==> config.mk <==
export PLATFORM = sky130hd
export DESIGN_NAME = ffha_ram
export DESIGN_NICKNAME = d
export VERILOG_FILES = /design/src/design/ffha_ram.sv
export SDC_FILE = /design/constraint.sdc
export NUM_CORES = 1
export LEC_CHECK = 0
export BUFFER_PORTS_ARGS = -buffer_cell sky130_fd_sc_hd__buf_2
export CAP_MARGIN = 0
export CORE_UTILIZATION = 55
export CTS_BUF_LIST = sky130_fd_sc_hd__clkbuf_8
export DETAILED_ROUTE_END_ITERATION = 8
export PLACE_DENSITY = 0.73
export SYNTH_ARGS = -nofsm -noshare
export SYNTH_HDL_FRONTEND = slang
export SYNTH_SLANG_ARGS = --single-unit
==> constraint.sdc <==
create_clock -name clock -period 2.3 [get_ports clock]
set_input_delay 0.23 -clock clock [delete_from_list [all_inputs] [get_ports clock]]
set_output_delay 0.23 -clock clock [all_outputs]
set_load 0.005 [all_outputs]
==> src/design/ffha_ram.sv <==
`default_nettype none
module ffha_ram #(
   parameter int Width = 8,
   parameter int Depth = 16
) (
   input  wire logic                     clock,
   input  wire logic                     wr_en,
   input  wire logic [$clog2(Depth)-1:0] wr_addr,
   input  wire logic [Width-1:0]         wr_data,
   input  wire logic [$clog2(Depth)-1:0] rd_addr,
   output logic      [Width-1:0]         rd_data
);
   logic [Width-1:0] mem [Depth];

   always_ff @(posedge clock) begin
      if (wr_en) begin
         mem[wr_addr] <= wr_data;
      end
      rd_data <= mem[rd_addr];
   end
endmodule
`default_nettype wire

==> impl_metrics.yaml, run 1 <==
run_status:
  status: "finished clean"
sta:
  worst_slew_pin_slew_ps: 715.3
  slew_headroom_pct: 51.95
  fin_skew_ps: 6.998
  final.min_clock_period_ps: 1449
  setup_viol: 0
  max_freq_mhz: 690.2
  rsz0062_at_grt: "no"
  finalCritPeriodShare_pct: 62.99
  final_max_slew_viol_count: 0
  fin_setup_tns_ps: 0
  hold_viol: 0
die:
  rows: 34
  die_x_um: 98.74
  start_util_pct: 57.89
  fp.coreArea_sq_um: 8891
  ios: 26
  fp.dieH_um: 98.74
  dieArea_sq_um: 9750
worst_hold_path:
  whs_path_depth: 1
  hp-class: "input port to flip-flop"
worst_setup_path:
  end_kind: "flip-flop"
  required_ps: 2620
  crit_fanout: 1
  criticalPathCategory: "flip-flop to flip-flop"
  rr_worst_depth: 3
  start_kind: "flip-flop"
  worst-endpoint-arrival_ps: 1770
routing:
  drt_iter0_drc: 210
  ant_nets: 0
  vias_per_cell: 6.010
  first_pass_iters: 5
  vias: 2446
  drc: 0
  routedWlPerCell_um: 23.77
  drt_wl_total_um: 9676
cells_and_area:
  multi_input_area_sq_um: 1057
  final_common_cell: "edfxtp_1"
  fillCellCount: 564
  fin_util_pct: 66.94
  fin_nets: 304
  fin_area_sq_um: 5952
  areaGrowthSynthToFinish_pct: 15.63
  diodes: 0
  drive_above_1_share_pct: 33.11
  seqCellArea_sq_um: 4004
  layout_common_cells: "edfxtp_1 (128), buf_2 (25), buf_4 (22)"
power_and_ir_drop:
  switching_share_pct: 21.29
  switchingPower_mw: 1.105
  pwr-share-clk_pct: 41.5
  ir_drop_v: 0.0006410
  intPower_mw: 4.085
  pwr-share-comb_pct: 4.9
  total_power_mw: 5.190
  seq_power_share_pct: 53.6
  p_leak_nw: 2.043
  power.density_nw_per_um2: 871.9
cts:
  post_cts_resized: 0
  path_clk_slew_ps: 80
  clk_latency_ps: 430
  cts.htree.levels: 4
  cts_tree: "done"
  clockBufferDepth: 2
  post_cts_buffers: 0
  cts_sinks: 136
  cts-root-buf: "clkbuf_8"
  hold_buffers: 0
  cts_buffers: 17
synthesis:
  avgSynthCellArea_sq_um: 22.48
  ys_seq_elements: 136
  ys_warn_count: 0
  ys_types: 19
  syn_area_sq_um: 5147
  syn_inst: 229
  yosysSeqAreaShare_pct: 77.78
  synth_fp_nets: 247
grt:
  grt_overflow_total: 0
  grt_first_pass_wirelength_um: 14840
  grt_max_degree: 23
  grtUsageTotal_pct: 22.56
  antenna_found_initial: 0
  grt_pass1_vias: 2548
place:
  placed_area_sq_um: 5507
  dp_hpwl_um: 6298
  placement.io_buffers: 25
  routabilityCongestion: 0.7310
job:
  maxCapViolCount: 0
[power groups by stage]
stage / logic, mW / registers [mW] / clock network (mW)
after floorplan: 0.141 / 2.84 / 0
after global placement: 0.250 / 2.84 / 0
after detailed placement: 0.256 / 2.84 / 0
after CTS: 0.257 / 2.78 / 2.19
after global routing: 0.277 / 2.79 / 2.28
final: 0.255 / 2.78 / 2.15
[cell families after synthesis]
| logic type | synth area share, % |
|---|---|
| DFF | 77.78 |
| buffers and inverters | 1.677 |
| muxes | 15.02 |
| AOI/OAI and AO/OA | 2.334 |
| and+or+nand+nor | 3.184 |
[worst max-delay path, cell delays in order (launching register included)]
cell	delay, ps
edfxtp_1	370
mux4_1	550
a22oi_1	320
nand2_1	90
[metrics by stage]
| stage | instances | hold WS [ps] | setup WS [ps] |
|---|---|---|---|
| finish | 407 | 168.3 | 851.1 |
| global route | 407 | 154.4 | 785.2 |
| CTS | 407 | 146.0 | 847.6 |
| detailed placement | 375 | 611.4 | 512.6 |
| global placement | 375 | 608.8 | 518.9 |
| floorplan | 229 | 328.9 | 577.1 |
[flip-flops by register name, indices dropped and copies added, names as in the netlist]
register  flops
mem         128
rd_data       8
[per-layer routing]
layer	GRT usage (%)	wire length (um)
met1	30.22	3945
met2	35.88	4941
met3	6.170	685
met4	8.726	104
met5	0	0
[layout make-up]
class                   count  area share (%)
repair buffers             48           5.213
clock buffers              17           3.931
clock inverters            15           3.553
flip-flops and latches    136           67.27
well taps                 108           2.270
multi-input cells          83           17.76
[cell usage after synthesis]
| library cell | count | share of area, % |
|---|---|---|
| nor2b_1 | 1 | 0.12 |
| buf_6 | 3 | 0.66 |
| clkdlybuf4s25_2 | 3 | 0.58 |
| nand2_1 | 9 | 0.66 |
| nor3_1 | 4 | 0.39 |
| mux4_2 | 18 | 7.9 |
| and2_1 | 1 | 0.12 |
| or3b_2 | 1 | 0.17 |
| nand3b_1 | 2 | 0.29 |
| nand3_1 | 1 | 0.097 |
| dfxtp_1 | 8 | 3.1 |
| nand2b_1 | 2 | 0.24 |
| and2b_1 | 1 | 0.15 |
| buf_2 | 3 | 0.29 |
| buf_4 | 1 | 0.15 |
| nor2_1 | 13 | 0.95 |
| a22oi_1 | 16 | 2.3 |
| edfxtp_1 | 128 | 75 |
| mux4_1 | 14 | 7.1 |
[final timing paths]
check              from    endpoint  slack (ps)
max           mem[4][0]  rd_data[0]         850
min          wr_data[4]   mem[2][4]         170
min reg2reg  mem[14][7]  rd_data[7]         680
max reg2reg   mem[4][0]  rd_data[0]         850
(Power assumes the default switching activity.)
==> run 2: changes to the inputs <==
--- a/config.mk
+++ b/config.mk
@@ -10,7 +10,7 @@
 export CORE_UTILIZATION = 55
 export CTS_BUF_LIST = sky130_fd_sc_hd__clkbuf_8
 export DETAILED_ROUTE_END_ITERATION = 8
-export PLACE_DENSITY = 0.73
+export PLACE_DENSITY = 0.76
 export SYNTH_ARGS = -nofsm -noshare
 export SYNTH_HDL_FRONTEND = slang
 export SYNTH_SLANG_ARGS = --single-unit
==> constraint.sdc (replaced) <==
create_clock -name clock -period 1.3 [get_ports clock]
set_input_delay 0.13 -clock clock [delete_from_list [all_inputs] [get_ports clock]]
set_output_delay 0.13 -clock clock [all_outputs]
set_load 0.005 [all_outputs]
==> run 2 against run 1 <==
  * Critical path depth stayed put
  * Final area is 1.3% higher
  * Clock power is 57% higher
  * Power is 70% higher
  * Via count is 0.49% higher
  * Cell count is 1.5% higher
  * Clock-buffer cell count stayed put
  * Worst setup slack worse by 840 ps
  * Core utilization is 0.90 points higher
  * Non-clock buffer count is 6 higher
  * Sequential share of layout area is 0.89 points lower
  * Routed wire length is 1.1% lower
  * Largest cell class unchanged
  * Highest routed layer unchanged
==> impl_metrics.yaml, run 2 (synthesis gave the netlist of run 1 again) <==
run_status:
  status: "finished clean"
cells_and_area:
  areaGrowthSynthToFinish_pct: 17.19
  final_common_cell: "edfxtp_1"
  fillCellCount: 536
  layout_common_cells: "edfxtp_1 (128), mux4_2 (27), buf_2 (25)"
  drive_above_1_share_pct: 40.98
  regMostFlops: "mem"
  top_regs: "mem (128), rd_data (8)"
  fin_nets: 310
  largest_reg_flops: 128
  diodes: 0
routing:
  drt_wl_total_um: 9566
  wl_met2_um: 4856
  vias: 2458
  ant_nets: 0
  drt_iter0_drc: 178
  drt-met1-wl_um: 4001
  wl_met3_um: 673
  highest_layer: "met4"
  vias_per_cell: 5.952
  routedWlPerCell_um: 23.16
  drc: 0
  first_pass_iters: 4
sta:
  worst_slew_pin_slew_ps: 972.0
  setup_viol: 0
  rsz0062_at_grt: "yes"
  hold_viol: 0
  hold_ws_ps: 95.64
  max_freq_mhz: 777.8
  finalCritPeriodShare_pct: 98.89
  final.min_clock_period_ps: 1286
  fin_skew_ps: 14.25
  final_max_slew_viol_count: 0
  slew_headroom_pct: 34.96
  worst_slack_ps: 14.40
job:
  maxCapViolCount: 0
worst_hold_path:
  hp-class: "input port to flip-flop"
worst_setup_path:
  start_kind: "flip-flop"
  criticalPathCategory: "flip-flop to flip-flop"
  required_ps: 1600
  crit_fanout: 1
  end_kind: "flip-flop"
  worst-endpoint-arrival_ps: 1590
cts:
  cts_sinks: 136
  path_clk_slew_ps: 80
  cts_buffers: 17
  clk_latency_ps: 420
  clockBufferDepth: 2
  cts.htree.levels: 4
  cts_tree: "done"
  cts-root-buf: "clkbuf_8"
  hold_buffers: 0
power_and_ir_drop:
  switchingPower_mw: 1.810
  ir_drop_v: 0.0007614
  switching_share_pct: 20.53
  p_leak_nw: 2.050
  seq_power_share_pct: 55.9
  intPower_mw: 7.008
  power.density_nw_per_um2: 1462
  pwr-share-comb_pct: 5.7
  pwr-share-clk_pct: 38.4
place:
  dp_hpwl_um: 6309
  pre_cts_ws_ps: -252.0
  placement.io_buffers: 25
  routabilityCongestion: 0.8263
grt:
  grt_max_degree: 17
  grt_first_pass_wirelength_um: 14610
  grt_pass1_vias: 2523
  antenna_found_initial: 0
  grt_overflow_total: 0
  grtUsageTotal_pct: 21.36
die:
  ios: 26
  dieArea_sq_um: 9750
  die_x_um: 98.74
  start_util_pct: 57.89
  fp.dieH_um: 98.74
  fp.coreArea_sq_um: 8891
  rows: 34
==> run 2: changes by cell type in the layout (fill, tap and decap cells not counted), moves of 4 or more <==
cell and delta:
mux4_1 -9, a22oi_2 +10, mux4_2 +9, a22oi_1 -10, buf_12 +4, inv_6 -7
clkinv_2 +4
==> run 2: worst paths after layout <==
kind,end,startpoint,cells past startpoint,slack (ps)
worst max-delay path,rd_data[2],mem[1][2],3,10
worst min register to register,rd_data[3],mem[14][3],3,660
worst max register to register,rd_data[2],mem[1][2],3,10
worst min-delay path,mem[5][6],wr_data[6],1,100
==> run 2: per-stage QoR <==
stage	TNS [ps]	instances	total power [mW]	instance area (sq um)	util [%]
2_1_floorplan	-2943	229	5.266	5162	-
3_3_place_gp	-3433	381	5.487	5617	63.17
3_5_place_dp	-4150	381	5.505	5617	63.17
4_1_cts	0	413	8.881	6037	67.90
5_1_grt	-15.07	413	9.097	6032	67.84
6_report	0	413	8.818	6032	67.84
==> run 2: final cells by class <==
class | instances | area [sq um] | area share [%]
clock inverter | 15 | 165.2 | 2.738
clock buffer | 17 | 234.0 | 3.879
tap | 108 | 135.1 | 2.240
multi-input combinational | 83 | 1089 | 18.05
sequential | 136 | 4004 | 66.38
timing repair buffer | 54 | 405.4 | 6.721
==> run 2: power by group through the flow <==
| stage | Sequential, mW | Clock (mW) | Combinational (mW) |
|---|---|---|---|
| after global routing | 4.93 | 3.62 | 0.544 |
| after detailed placement | 5.02 | 0 | 0.481 |
| after CTS | 4.93 | 3.46 | 0.494 |
| after global placement | 5.02 | 0 | 0.467 |
| final | 4.93 | 3.38 | 0.506 |
| after floorplan | 5.02 | 0 | 0.250 |
==> run 2: worst max-delay path, stage by stage, from the launching register on <==
cell      delay [ps]
edfxtp_1         370
mux4_1           560
a22oi_2          180
nand2_1           70
==> run 2: what timing repair did <==
item | in CTS | in global routing
endpoints found under the setup margin | 5 | 8
setup buffers | 0 | 0
pin swaps | 1 | 4
resized for setup | 6 | 13
endpoints found under the hold margin | 0 | 0
==> run 2: routing by layer <==
layer	up-vias	GRT usage, %
met5	-	0
met4	0	7.692
met3	2	4.681
met2	100	33.19
met1	1267	30.47
li1	1089	-
==> run 3: changes to the inputs <==
--- a/config.mk
+++ b/config.mk
@@ -7,10 +7,10 @@
 export LEC_CHECK = 0
 export BUFFER_PORTS_ARGS = -buffer_cell sky130_fd_sc_hd__buf_2
 export CAP_MARGIN = 0
-export CORE_UTILIZATION = 55
+export CORE_UTILIZATION = 40
 export CTS_BUF_LIST = sky130_fd_sc_hd__clkbuf_8
 export DETAILED_ROUTE_END_ITERATION = 8
-export PLACE_DENSITY = 0.76
+export PLACE_DENSITY = 0.68
 export SYNTH_ARGS = -nofsm -noshare
 export SYNTH_HDL_FRONTEND = slang
 export SYNTH_SLANG_ARGS = --single-unit
==> run 3 against run 2 <==
  * First-iteration DRC count up 9.0%
  * Critical path depth unchanged
  * Sequential power about the same
  * Core utilization down 20 points
  * Flip-flop and latch count unchanged
  * Via count down 0.12%
==> impl_metrics.yaml, run 3 (synthesis gave the netlist of run 1 again) <==
cts:
  post_cts_buffers: 0
  cts_buffers: 17
  cts-root-buf: "clkbuf_8"
  hold_buffers: 0
  cts_sinks: 136
  clk_latency_ps: 420
  cts.htree.levels: 4
  clockBufferDepth: 2
  cts_tree: "done"
  path_clk_slew_ps: 80
place:
  placement.io_buffers: 25
  dp_hpwl_um: 6033
  pre_cts_ws_ps: -266.6
  routabilityCongestion: 0.6986
  placed_area_sq_um: 5644
  placed_cells: 443
worst_setup_path:
  worst_r2r_endpoint: "rd_data[0]"
  rr_worst_depth: 3
  path_cells: "mux4_2 > a22oi_2 > nand2_1"
  criticalPathCategory: "flip-flop to flip-flop"
  required_ps: 1600
  crit_family: "multiplexers"
  start_kind: "flip-flop"
  slowest_delay_ps: 490
  crit_fanout: 1
  crit_slowest_cell: "mux4_2"
  worst-endpoint-arrival_ps: 1580
  r2r_slack_ps: 20
  path_buf_inv: 0
  r2r-start: "mem[11][0]"
  end_kind: "flip-flop"
power_and_ir_drop:
  intPower_mw: 6.883
  switching_share_pct: 21.60
  pwr-share-comb_pct: 5.5
  power.density_nw_per_um2: 1448
  seq_power_share_pct: 56.1
  switchingPower_mw: 1.896
  p_leak_nw: 2.009
  pwr-share-clk_pct: 38.4
  ir_drop_v: 0.0006617
routing:
  routedWlPerCell_um: 19.77
  vias_per_cell: 5.158
  vias: 2455
  drt_wl_total_um: 9411
  drc: 0
  ant_nets: 0
  first_pass_iters: 4
  drt_iter0_drc: 194
sta:
  max_freq_mhz: 783.1
  finalCritPeriodShare_pct: 98.23
  hold_viol: 0
  slew_headroom_pct: 42.99
  setup_viol: 0
  fin_setup_tns_ps: 0
  rsz0062_at_grt: "yes"
  final_max_slew_viol_count: 0
  worst_slew_pin_slew_ps: 853.4
  fin_skew_ps: 8.417
  hold_ws_ps: 80.84
  worst_slack_ps: 23.02
  final.min_clock_period_ps: 1277
cells_and_area:
  regMostFlops: "mem"
  fin_area_sq_um: 6063
  layout_common_cells: "edfxtp_1 (128), mux4_2 (26), buf_2 (25), buf_4 (25), clkbuf_8 (18)"
  top_regs: "mem (128), rd_data (8)"
  final-instance-count-excl-fill: 476
  largest_reg_flops: 128
  final_common_cell: "edfxtp_1"
  fin_nets: 308
  drive_above_1_share_pct: 40.59
  areaGrowthSynthToFinish_pct: 17.79
grt:
  grtUsageTotal_pct: 15.51
  antenna_found_initial: 1
  grt_first_pass_wirelength_um: 14430
  grt_pass1_vias: 2561
  grt_max_degree: 25
  grt_overflow_total: 0
die:
  fp.coreArea_sq_um: 12570
  dieArea_sq_um: 13330
  start_util_pct: 40.96
  fp.dieH_um: 115.4
  die_x_um: 115.4
  ios: 26
  rows: 41
worst_hold_path:
  hold_start: "wr_data[5]"
  whs_path_depth: 1
  min_to: "mem[15][5]"
  hp-class: "input port to flip-flop"
job:
  maxCapViolCount: 0
run_status:
  status: "finished clean"
run 3: changes by cell type in the layout (fill, tap and decap cells not counted):
cell,previous run,this run
clkinv_2,5,2
clkinv_1,0,1
buf_4,24,25
diode_2,0,1
buf_12,5,2
clkbuf_8,17,18
clkinvlp_4,1,3
bufinv_16,3,2
inv_1,2,0
mux4_2,27,26
mux4_1,5,6
inv_6,0,2
run 3: timing repair:
action | in CTS | in global routing
setup endpoints to repair | 3 | 7
resized for setup | 5 | 13
pin swaps | 1 | 3
cloned | 0 | 0
run 3: worst max-delay path by stage:
stage	from	end	slack [ps]	depth (start not counted)
2_1_floorplan	wr_addr[2]	mem[3][0]	-100	2
4_1_cts	mem[9][1]	rd_data[1]	1	3
3_5_place_dp	rd_addr[0]	rd_data[0]	-270	5
3_3_place_gp	rd_addr[0]	rd_data[0]	-250	5
6_report	mem[11][0]	rd_data[0]	20	3
5_1_grt	mem[11][0]	rd_data[0]	-40	3
run 3: layer usage:
layer	routed length, um	global-route usage (%)	up-vias
met2	4559	23.31	106
met5	0	0	-
met1	3868	20.50	1242
met3	830	5.596	17
li1	-	-	1090
met4	153	6.580	0
run 3: layout make-up:
class                   instances  area [sq um]
repair buffers                 52         352.8
flip-flops and latches        136          4004
multi-input cells              83          1092
clock inverters                14         148.9
diodes                          1         2.502
well taps                     172         215.2
fillers                      1017          6505
clock buffers                  18         247.7
run 3: power by group through the flow:
stage / Combinational (mW) / Clock (mW) / Sequential [mW]
finish: 0.483 / 3.37 / 4.93
global route: 0.529 / 3.63 / 4.94
CTS: 0.474 / 3.45 / 4.93
detailed placement: 0.465 / 0 / 5.03
global placement: 0.456 / 0 / 5.02
floorplan: 0.250 / 0 / 5.02
run 3: stage by stage:
| step | power, mW | utilization, % |
|---|---|---|
| floorplan | 5.266 | - |
| global placement | 5.478 | 44.91 |
| detailed placement | 5.492 | 44.91 |
| CTS | 8.850 | 48.12 |
| global route | 9.095 | 48.22 |
| finish | 8.779 | 48.24 |
